<file path="src/rtl/core/periodic_ghost_image_generator_top_assert.svh">
// Assertion macros for the periodic ghost image generator top level.
`ifndef PERIODIC_GHOST_IMAGE_GENERATOR_TOP_ASSERT_SVH
`define PERIODIC_GHOST_IMAGE_GENERATOR_TOP_ASSERT_SVH
`ifndef SYNTHESIS
`define PGIG_ASSERT_NOW(lbl, ante, cons) \
  lbl: assert property (@(posedge clk) disable iff (!rst_n) (ante) |-> (cons)) \
    else $error("pgig: same-cycle check failed");
`define PGIG_ASSERT_NEXT(lbl, ante, cons) \
  lbl: assert property (@(posedge clk) disable iff (!rst_n) (ante) |=> (cons)) \
    else $error("pgig: next-cycle check failed");
`else
`define PGIG_ASSERT_NOW(lbl, ante, cons)
`define PGIG_ASSERT_NEXT(lbl, ante, cons)
`endif
`endif

</file>
<file path="src/rtl/core/pgig_pkg.sv">
// Shared types, constants and emission-order tables for the ghost image generator.
package pgig_pkg;

  localparam int COORD_W  = 32;
  localparam int BOX_W    = COORD_W - 1;
  localparam int GHOST_W  = COORD_W + 1;
  localparam int CFG_IDX_W = 3;

  // Register indexes on the configuration port
  localparam logic [CFG_IDX_W-1:0] REG_WRAP_X = 3'd0;
  localparam logic [CFG_IDX_W-1:0] REG_WRAP_Y = 3'd1;
  localparam logic [CFG_IDX_W-1:0] REG_WRAP_Z = 3'd2;
  localparam logic [CFG_IDX_W-1:0] REG_BOX_X  = 3'd3;
  localparam logic [CFG_IDX_W-1:0] REG_BOX_Y  = 3'd4;
  localparam logic [CFG_IDX_W-1:0] REG_BOX_Z  = 3'd5;
  localparam logic [CFG_IDX_W-1:0] REG_SKIN   = 3'd6;

  // Shifted-axis masks
  localparam logic [2:0] MASK_NONE = 3'b000;
  localparam logic [2:0] MASK_X    = 3'b001;
  localparam logic [2:0] MASK_Y    = 3'b010;
  localparam logic [2:0] MASK_Z    = 3'b100;
  localparam logic [2:0] MASK_XY   = MASK_X | MASK_Y;
  localparam logic [2:0] MASK_XZ   = MASK_X | MASK_Z;
  localparam logic [2:0] MASK_YZ   = MASK_Y | MASK_Z;
  localparam logic [2:0] MASK_XYZ  = MASK_X | MASK_Y | MASK_Z;

  // Queue between front and back
  localparam int QDEPTH = 4;
  localparam int QPTR_W = $clog2(QDEPTH);
  localparam int QCNT_W = $clog2(QDEPTH + 1);

  typedef struct packed {
    logic signed [COORD_W-1:0] pos_x;
    logic signed [COORD_W-1:0] pos_y;
    logic signed [COORD_W-1:0] pos_z;
    logic signed [GHOST_W-1:0] sh_x;
    logic signed [GHOST_W-1:0] sh_y;
    logic signed [GHOST_W-1:0] sh_z;
    logic [2:0]                flags;
  } pgig_entry_t;

  typedef struct packed {
    logic              valid;
    logic              full;
    logic [QCNT_W-1:0] cnt;
  } pgig_qstat_t;

  // Number of ghosts for a set of flagged axes
  function automatic logic [2:0] ghost_count(input logic [2:0] flags);
    logic [2:0] n;
    case (flags) inside
      MASK_X, MASK_Y, MASK_Z: n = 3'd1;
      MASK_XY, MASK_XZ, MASK_YZ: n = 3'd3;
      MASK_XYZ: n = 3'd7;
      default: n = 3'd0;
    endcase
    return n;
  endfunction

  // Shift mask of the k-th ghost for a set of flagged axes
  function automatic logic [2:0] ghost_mask(input logic [2:0] flags, input logic [2:0] k);
    logic [7:0][2:0] seq;
    seq = '0;
    case (flags)
      MASK_X:   seq = {MASK_NONE, MASK_NONE, MASK_NONE, MASK_NONE,
                       MASK_NONE, MASK_NONE, MASK_NONE, MASK_X};
      MASK_XY:  seq = {MASK_NONE, MASK_NONE, MASK_NONE, MASK_NONE,
                       MASK_NONE, MASK_Y, MASK_XY, MASK_X};
      MASK_XYZ: seq = {MASK_NONE, MASK_Z, MASK_XZ, MASK_YZ,
                       MASK_XYZ, MASK_Y, MASK_XY, MASK_X};
      MASK_XZ:  seq = {MASK_NONE, MASK_NONE, MASK_NONE, MASK_NONE,
                       MASK_NONE, MASK_XZ, MASK_Z, MASK_X};
      MASK_Y:   seq = {MASK_NONE, MASK_NONE, MASK_NONE, MASK_NONE,
                       MASK_NONE, MASK_NONE, MASK_NONE, MASK_Y};
      MASK_YZ:  seq = {MASK_NONE, MASK_NONE, MASK_NONE, MASK_NONE,
                       MASK_NONE, MASK_YZ, MASK_Z, MASK_Y};
      MASK_Z:   seq = {MASK_NONE, MASK_NONE, MASK_NONE, MASK_NONE,
                       MASK_NONE, MASK_NONE, MASK_NONE, MASK_Z};
      default:  seq = '0;
    endcase
    return seq[k];
  endfunction

endpackage

</file>
<file path="src/rtl/core/pgig_front.sv">
// Front end: configuration registers, atom intake and face classification.
module pgig_front (
  input  logic                                 clk,
  input  logic                                 rst_n,
  input  logic                                 cfg_we,
  input  logic [pgig_pkg::CFG_IDX_W-1:0]       cfg_index,
  input  logic [pgig_pkg::BOX_W-1:0]           cfg_data,
  input  logic                                 in_valid,
  output logic                                 in_ready,
  input  logic signed [pgig_pkg::COORD_W-1:0]  in_pos_x,
  input  logic signed [pgig_pkg::COORD_W-1:0]  in_pos_y,
  input  logic signed [pgig_pkg::COORD_W-1:0]  in_pos_z,
  input  pgig_pkg::pgig_qstat_t                q_stat,
  output logic                                 q_push,
  output pgig_pkg::pgig_entry_t                q_wdata
);
  import pgig_pkg::*;

  logic [2:0]       wrap_r, wrap_nxt;
  logic [BOX_W-1:0] box_x_r, box_x_nxt;
  logic [BOX_W-1:0] box_y_r, box_y_nxt;
  logic [BOX_W-1:0] box_z_r, box_z_nxt;
  logic [BOX_W-1:0] skin_r, skin_nxt;
  logic [2:0]       flags;

  // Axis is flagged when periodic and the coordinate sits within skin of a face
  function automatic logic axis_flag(input logic wrap, input logic signed [COORD_W-1:0] r,
                                     input logic [BOX_W-1:0] box,
                                     input logic [BOX_W-1:0] skin);
    logic signed [GHOST_W-1:0] r_ext, skin_ext, box_ext, hi_sum;
    r_ext    = {r[COORD_W-1], r};
    skin_ext = {{(GHOST_W-BOX_W){1'b0}}, skin};
    box_ext  = {{(GHOST_W-BOX_W){1'b0}}, box};
    // r > box - skin, rearranged to stay in range
    hi_sum   = r_ext + skin_ext;
    return wrap && ((r_ext < skin_ext) || (hi_sum > box_ext));
  endfunction

  // +box in the lower half of the cell, -box otherwise
  function automatic logic signed [GHOST_W-1:0] axis_shift(input logic signed [COORD_W-1:0] r,
                                                           input logic [BOX_W-1:0] box);
    logic signed [GHOST_W-1:0] r2, box_ext;
    r2      = {r, 1'b0};
    box_ext = {{(GHOST_W-BOX_W){1'b0}}, box};
    return (r2 < box_ext) ? box_ext : -box_ext;
  endfunction

  // Register writes; indexes beyond the list are dropped
  always_comb begin
    wrap_nxt  = wrap_r;
    box_x_nxt = box_x_r;
    box_y_nxt = box_y_r;
    box_z_nxt = box_z_r;
    skin_nxt  = skin_r;
    if (cfg_we) begin
      unique case (cfg_index)
        REG_WRAP_X: wrap_nxt[0] = cfg_data[0];
        REG_WRAP_Y: wrap_nxt[1] = cfg_data[0];
        REG_WRAP_Z: wrap_nxt[2] = cfg_data[0];
        REG_BOX_X:  box_x_nxt   = cfg_data;
        REG_BOX_Y:  box_y_nxt   = cfg_data;
        REG_BOX_Z:  box_z_nxt   = cfg_data;
        REG_SKIN:   skin_nxt    = cfg_data;
        default: ;
      endcase
    end
  end

  always_ff @(posedge clk) begin
    if (!rst_n) begin
      wrap_r  <= '0;
      box_x_r <= '0;
      box_y_r <= '0;
      box_z_r <= '0;
      skin_r  <= '0;
    end else begin
      wrap_r  <= wrap_nxt;
      box_x_r <= box_x_nxt;
      box_y_r <= box_y_nxt;
      box_z_r <= box_z_nxt;
      skin_r  <= skin_nxt;
    end
  end

  // Classification
  always_comb begin
    flags[0] = axis_flag(wrap_r[0], in_pos_x, box_x_r, skin_r);
    flags[1] = axis_flag(wrap_r[1], in_pos_y, box_y_r, skin_r);
    flags[2] = axis_flag(wrap_r[2], in_pos_z, box_z_r, skin_r);
  end

  always_comb begin
    q_wdata.pos_x = in_pos_x;
    q_wdata.pos_y = in_pos_y;
    q_wdata.pos_z = in_pos_z;
    q_wdata.sh_x  = axis_shift(in_pos_x, box_x_r);
    q_wdata.sh_y  = axis_shift(in_pos_y, box_y_r);
    q_wdata.sh_z  = axis_shift(in_pos_z, box_z_r);
    q_wdata.flags = flags;
  end

  // Atoms away from every face are taken and dropped
  assign in_ready = !q_stat.full;
  assign q_push   = in_valid && in_ready && (flags != MASK_NONE);

endmodule

</file>
<file path="src/rtl/core/pgig_queue.sv">
// Short FIFO of classified atoms between front and back ends.
module pgig_queue (
  input  logic                  clk,
  input  logic                  rst_n,
  input  logic                  push,
  input  pgig_pkg::pgig_entry_t wdata,
  input  logic                  pop,
  output pgig_pkg::pgig_entry_t rdata,
  output pgig_pkg::pgig_qstat_t stat
);
  import pgig_pkg::*;

  pgig_entry_t       slot_r [QDEPTH];
  logic [QPTR_W-1:0] wr_ptr_r, wr_ptr_nxt;
  logic [QPTR_W-1:0] rd_ptr_r, rd_ptr_nxt;
  logic [QCNT_W-1:0] cnt_r, cnt_nxt;

  function automatic logic [QPTR_W-1:0] ptr_inc(input logic [QPTR_W-1:0] p);
    return (p == QPTR_W'(QDEPTH - 1)) ? '0 : QPTR_W'(p + 1'b1);
  endfunction

  // Pointer and fill count update
  always_comb begin
    wr_ptr_nxt = push ? ptr_inc(wr_ptr_r) : wr_ptr_r;
    rd_ptr_nxt = pop  ? ptr_inc(rd_ptr_r) : rd_ptr_r;
    cnt_nxt    = cnt_r;
    if (push && !pop) begin
      cnt_nxt = QCNT_W'(cnt_r + 1'b1);
    end else if (pop && !push) begin
      cnt_nxt = QCNT_W'(cnt_r - 1'b1);
    end
  end

  always_ff @(posedge clk) begin
    if (!rst_n) begin
      wr_ptr_r <= '0;
      rd_ptr_r <= '0;
      cnt_r    <= '0;
    end else begin
      wr_ptr_r <= wr_ptr_nxt;
      rd_ptr_r <= rd_ptr_nxt;
      cnt_r    <= cnt_nxt;
    end
  end

  // Payload storage
  always_ff @(posedge clk) begin
    if (push) begin
      slot_r[wr_ptr_r] <= wdata;
    end
  end

  assign rdata      = slot_r[rd_ptr_r];
  assign stat.valid = (cnt_r != '0);
  assign stat.full  = (cnt_r == QCNT_W'(QDEPTH));
  assign stat.cnt   = cnt_r;

endmodule

</file>
<file path="src/rtl/core/pgig_back.sv">
// Back end: walks the emission order of the head atom and drives the result register.
module pgig_back (
  input  logic                                 clk,
  input  logic                                 rst_n,
  input  logic                                 q_valid,
  input  pgig_pkg::pgig_entry_t                q_rdata,
  output logic                                 q_pop,
  output logic                                 out_valid,
  input  logic                                 out_ready,
  output logic signed [pgig_pkg::GHOST_W-1:0]  out_ghost_x,
  output logic signed [pgig_pkg::GHOST_W-1:0]  out_ghost_y,
  output logic signed [pgig_pkg::GHOST_W-1:0]  out_ghost_z,
  output logic                                 out_last_ghost
);
  import pgig_pkg::*;

  logic [2:0]                idx_r, idx_nxt;
  logic                      out_valid_r, out_valid_nxt;
  logic signed [GHOST_W-1:0] gx_r, gy_r, gz_r;
  logic                      last_r;
  logic                      load;
  logic [2:0]                n_ghost;
  logic [2:0]                mask;
  logic                      is_last;
  logic signed [GHOST_W-1:0] gx, gy, gz;

  // A head atom is waiting and the result register is free or being emptied this cycle
  assign load    = q_valid && (!out_valid_r || out_ready);
  assign n_ghost = ghost_count(q_rdata.flags);
  assign mask    = ghost_mask(q_rdata.flags, idx_r);
  assign is_last = (idx_r == 3'(n_ghost - 3'd1));

  // Image coordinates
  always_comb begin
    gx = {q_rdata.pos_x[COORD_W-1], q_rdata.pos_x} + (mask[0] ? q_rdata.sh_x : GHOST_W'(0));
    gy = {q_rdata.pos_y[COORD_W-1], q_rdata.pos_y} + (mask[1] ? q_rdata.sh_y : GHOST_W'(0));
    gz = {q_rdata.pos_z[COORD_W-1], q_rdata.pos_z} + (mask[2] ? q_rdata.sh_z : GHOST_W'(0));
  end

  // Sequencer over the ghosts of the head atom
  always_comb begin
    idx_nxt       = idx_r;
    out_valid_nxt = out_valid_r;
    if (load) begin
      idx_nxt       = is_last ? 3'd0 : 3'(idx_r + 3'd1);
      out_valid_nxt = 1'b1;
    end else if (out_ready) begin
      out_valid_nxt = 1'b0;
    end
  end

  always_ff @(posedge clk) begin
    if (!rst_n) begin
      idx_r       <= '0;
      out_valid_r <= 1'b0;
    end else begin
      idx_r       <= idx_nxt;
      out_valid_r <= out_valid_nxt;
    end
  end

  // Result payload
  always_ff @(posedge clk) begin
    if (load) begin
      gx_r   <= gx;
      gy_r   <= gy;
      gz_r   <= gz;
      last_r <= is_last;
    end
  end

  assign q_pop          = load && is_last;
  assign out_valid      = out_valid_r;
  assign out_ghost_x    = gx_r;
  assign out_ghost_y    = gy_r;
  assign out_ghost_z    = gz_r;
  assign out_last_ghost = last_r;

endmodule

</file>
<file path="src/rtl/core/periodic_ghost_image_generator_top.sv">
// Top level of the periodic ghost image generator.
// Takes one atom position per transaction and returns the 0 to 7 periodic
// ghost images near the cell faces, in the fixed order, with the final one
// flagged by out_last_ghost; atoms clear of every face produce nothing. The
// front end accepts an atom in every cycle in which its four-entry queue has
// room and classifies it in that cycle; the back end emits one image per
// cycle while out_ready is high, so an atom with n ghosts holds the back end
// until all n images are out; the result register sets the sustained rate.
// With an empty queue an accepted atom passes a queue slot, then the result
// register, before its first image. The user must write the registers via
// cfg_we/cfg_index/cfg_data only while idle; the block does not enforce it.
`include "periodic_ghost_image_generator_top_assert.svh"
module periodic_ghost_image_generator_top (
  input  logic                                 clk,
  input  logic                                 rst_n,
  input  logic                                 cfg_we,
  input  logic [pgig_pkg::CFG_IDX_W-1:0]       cfg_index,
  input  logic [pgig_pkg::BOX_W-1:0]           cfg_data,
  input  logic                                 in_valid,
  output logic                                 in_ready,
  input  logic signed [pgig_pkg::COORD_W-1:0]  in_pos_x,
  input  logic signed [pgig_pkg::COORD_W-1:0]  in_pos_y,
  input  logic signed [pgig_pkg::COORD_W-1:0]  in_pos_z,
  output logic                                 out_valid,
  input  logic                                 out_ready,
  output logic signed [pgig_pkg::GHOST_W-1:0]  out_ghost_x,
  output logic signed [pgig_pkg::GHOST_W-1:0]  out_ghost_y,
  output logic signed [pgig_pkg::GHOST_W-1:0]  out_ghost_z,
  output logic                                 out_last_ghost
);
  import pgig_pkg::*;

  pgig_qstat_t q_stat;
  pgig_entry_t q_wdata;
  pgig_entry_t q_rdata;
  logic        q_push;
  logic        q_pop;

  pgig_front u_front (
    .clk       (clk),
    .rst_n     (rst_n),
    .cfg_we    (cfg_we),
    .cfg_index (cfg_index),
    .cfg_data  (cfg_data),
    .in_valid  (in_valid),
    .in_ready  (in_ready),
    .in_pos_x  (in_pos_x),
    .in_pos_y  (in_pos_y),
    .in_pos_z  (in_pos_z),
    .q_stat    (q_stat),
    .q_push    (q_push),
    .q_wdata   (q_wdata)
  );

  pgig_queue u_queue (
    .clk   (clk),
    .rst_n (rst_n),
    .push  (q_push),
    .wdata (q_wdata),
    .pop   (q_pop),
    .rdata (q_rdata),
    .stat  (q_stat)
  );

  pgig_back u_back (
    .clk            (clk),
    .rst_n          (rst_n),
    .q_valid        (q_stat.valid),
    .q_rdata        (q_rdata),
    .q_pop          (q_pop),
    .out_valid      (out_valid),
    .out_ready      (out_ready),
    .out_ghost_x    (out_ghost_x),
    .out_ghost_y    (out_ghost_y),
    .out_ghost_z    (out_ghost_z),
    .out_last_ghost (out_last_ghost)
  );

  // Checks
  `PGIG_ASSERT_NOW(a_push_needs_accept, q_push, in_valid && in_ready)
  `PGIG_ASSERT_NOW(a_queue_bound, 1'b1, q_stat.cnt <= QCNT_W'(QDEPTH))
  `PGIG_ASSERT_NEXT(a_idle_no_result, !q_stat.valid && (!out_valid || out_ready), !out_valid)
  `PGIG_ASSERT_NEXT(a_pop_on_last, q_pop, out_valid && out_last_ghost)

endmodule
</file>
<file path="config.mk">
export PLATFORM = sky130hd
export DESIGN_NAME = periodic_ghost_image_generator_top
export DESIGN_NICKNAME = d
export VERILOG_FILES = /design/src/rtl/core/pgig_pkg.sv /design/src/rtl/core/pgig_front.sv /design/src/rtl/core/pgig_queue.sv /design/src/rtl/core/pgig_back.sv /design/src/rtl/core/periodic_ghost_image_generator_top.sv
export VERILOG_INCLUDE_DIRS = /design/src /design/src/rtl/core
export SDC_FILE = /design/constraint.sdc
export NUM_CORES = 2
export LEC_CHECK = 0
export ABC_AREA = 1
export BUFFER_PORTS_ARGS = -buffer_cell sky130_fd_sc_hd__buf_2
export CORE_MARGIN = 3
export CORE_UTILIZATION = 35
export CTS_CLUSTER_SIZE = 20
export DETAILED_ROUTE_END_ITERATION = 8
export PLACE_DENSITY = 0.57
export SYNTH_ARGS = -nofsm -noshare
export SYNTH_HDL_FRONTEND = slang
export SYNTH_SLANG_ARGS = --single-unit
</file>
<file path="constraint.sdc">
create_clock -name clk -period 38.9 [get_ports clk]
set_clock_uncertainty 0.05 [all_clocks]
set_input_delay 5.835 -clock clk [delete_from_list [all_inputs] [get_ports clk]]
set_output_delay 5.835 -clock clk [all_outputs]
set_load 0.02 [all_outputs]
</file>
==> results.cfg <==
[worst_setup_path]
cp-start-kind = primary input
timing.rr.end = u_queue.slot_r[0][179]
worst_setup_path_end_kind = flip-flop
slowest_stage = buf_4
worstPathRequired_ns = 39.20
path_max_fanout = 53
path_class = primary input to flip-flop
cp.arrival_ns = 13.02
cpPeakStageDelay_ns = 0.77
cp_common_cell = nand2_1
r2r-start = u_front.skin_r[1]
r2r_cells = 33
reg2reg_setup_slack_ns = 30.26

[synth]
ys.warnings.count = 0
yosysUniqueCellTypes = 66
syn_area_um2 = 55500
synth_area_leaders = edfxtp_1, ha_1, a21oi_1, dfxtp_1, o21ai_0
synth_edf_count = 892
seq_area_frac_synth_pct = 53.32
syn-instance-count = 5546
syn_nets = 6163
yosys.area.top_type = edfxtp_1
syn_area_per_cell_um2 = 10.01
yosys_register_bits = 1032
synth_top_area_share_pct = 48.27
synth-async-reset-ratio_pct = 0
synth_ff_type = edfxtp_1

[cells_and_area]
postLayoutCellArea_um2 = 62850
areaGrowthSynthToFinish_pct = 13.26
drive_gt1_share_pct = 8.894
utilization_pct = 40.05
fin_cells = 7937
final_common_cell = edfxtp_1
nets = 6375
final_cell_mix = edfxtp_1, nor2_1, a21oi_1

[clock_network]
clock_latency_ns = 0.76
cts_buffers = 115
path_clk_slew_ns = 0.06
cts_resized = 0
clockBufferDepth = 3
cts_tree = built
cts_setup_buffers = 0
root_buffer = clkbuf_16
htree_levels = 3
cts_hold_repair.buffers = 0
cts_sinks = 1032

[timing]
setup_viol = 0
rsz0062_at_grt = no
fin_tns_setup_ns = 0
fin_crit_sh_pct = 32.70
finalMaxSlewViolations = 0
min_period_ns = 12.72
worstMarginPinSlew_ns = 1.089
relSlewSlack_pct = 27.42
max_freq_mhz = 78.61
hold_viol_final = 0

[power_and_ir_drop]
internal_power_uw = 2385
pwr-share-clk_pct = 29.1
power.density_nw_per_um2 = 59.94
p_leak_uw = 0.02453
ir_worst_vdd_v = 0.0001012
power_frac_comb_pct = 34.1
p_seq_share_pct = 36.8
p_sw_uw = 1382
p_sw_share_pct = 36.70

[job]
cap_violations = 0

[worst_hold_path]
worstHoldPathType = flip-flop to flip-flop
min_from = u_queue.rd_ptr_r[1]
hold_depth = 2

[placement]
dpl_cell_area_um2 = 58990
dp_hpwl_um = 126600
dp.cells = 7699
io_buffers = 236
gp_congestion = 0.9519

[status]
status = completed

[floorplanning]
num_rows = 145
initial_core_util_pct = 35.36
ios = 237
die_w_um = 404.2
die_h_um = 404.2
die_area_um2 = 163400
design.core.area_um2 = 156900

[routing]
vias = 41770
drcViolationCount = 0
final_antenna_net_count = 0
wl_per_cell_um = 21.83
routed_via_density = 5.262
drtPass1Iterations = 7
drt_iter0_drc = 3648
wl_um = 173300

[grt]
grt_pass1_vias = 39960
antenna_found_initial = 41
grt_pass1_wl_um = 256200
grt_overflow = 0
grt_usage_pct = 20.67
grt_max_degree = 124
layer usage:
metal  global-route usage (%)  routed length (µm)  vias up  part of all wire (%)
met3                    4.068               12690      222                   7.3
met4                    5.442                4033        4                   2.3
met1                    28.90               77910    20150                    45
met5                        0                  27        -                 0.016
met2                    32.76               78590     1240                    45
li1                         -                   -    20150                     -
sequential cells by signal (all words and copies together), names as in the netlist, 31 cells and up, named ones only:
register / flops
u_back.out_ghost_x: 33
u_front.box_y_r: 31
u_front.box_x_r: 31
u_back.out_ghost_z: 33
u_front.box_z_r: 31
u_queue.slot_r: 792
u_front.skin_r: 31
u_back.out_ghost_y: 33
cell families (layout without fill, tap and decap cells):
| logic type | after synthesis | after routing | synth area share (%) |
|---|---|---|---|
| AO/OA/AOI/OAI | 1517 | 1517 | 15.31 |
| XOR/XNOR | 262 | 262 | 4.135 |
| adder cells (fa/ha/maj) | 482 | 482 | 10.96 |
| buffers and inverters | 709 | 1021 | 4.825 |
| flip-flops | 1032 | 1032 | 53.32 |
| other | 0 | 21 | 0 |
| AND/OR/NAND/NOR | 1544 | 1544 | 11.45 |
cell usage after synthesis, drive strengths merged, types with 18 or more instances:
cell type  number
ha            475
nand4          42
a31oi          34
o21ai         548
dfxtp         140
o22ai         100
xnor2          29
edfxtp        892
a21oi         629
clkbuf        182
xor2          233
nor3           61
inv           514
nand2         609
nand3         115
a21boi         18
a221oi         70
nor2          675
o21a           22
nor4           22
per-stage QoR:
step	total power (µW)	hold WS, ns	worst slack, ns
2_1_floorplan	2216	0.3997	20.59
3_3_place_gp	2686	0.4234	25.52
3_5_place_dp	2698	0.4191	25.46
4_1_cts	3802	0.4277	26.25
5_1_grt	3982	0.4849	25.60
6_report	3767	0.4290	26.18
worst max-delay path by stage:
stage	from	endpoint	slack, ns	depth (start not counted)
2_1_floorplan	in_pos_x[0]	u_queue.slot_r[0][0]	20.59	31
3_3_place_gp	in_pos_x[0]	u_queue.slot_r[0][179]	25.52	35
3_5_place_dp	in_pos_x[0]	u_queue.slot_r[0][181]	25.46	35
4_1_cts	in_pos_x[0]	u_queue.slot_r[0][69]	26.25	35
5_1_grt	in_pos_x[0]	u_queue.slot_r[0][69]	25.60	35
6_report	in_pos_x[0]	u_queue.slot_r[0][179]	26.18	35
area by class of cell:
cell class | count | area [µm²]
Fill cell | 15220 | 94080
Sequential cell | 1032 | 29600
Multi-Input combinational cell | 3805 | 23270
Clock buffer | 141 | 3018
Tap cell | 2058 | 2575
Inverter | 518 | 1962
Timing Repair Buffer | 286 | 1584
Clock inverter | 76 | 797.0
Antenna cell | 21 | 52.55
power by group through the flow:
stage / clock, µW / combinational (µW) / sequential, µW
6_report: 1100 / 1280 / 1390
5_1_grt: 1170 / 1420 / 1390
4_1_cts: 1120 / 1290 / 1390
3_5_place_dp: 0 / 1290 / 1410
3_3_place_gp: 0 / 1280 / 1410
2_1_floorplan: 0 / 728 / 1490
critical path: cells and delay by family:
family                     cells  cell delay, ns
adders and majority gates      3            0.92
buffers and inverters          5            2.33
xor gates and xnor gates       1            0.18
and+or+nand+nor               19            2.16
AOI/OAI and AO/OA              7            1.43
No activity file was read; power rests on OpenSTA's default activity.
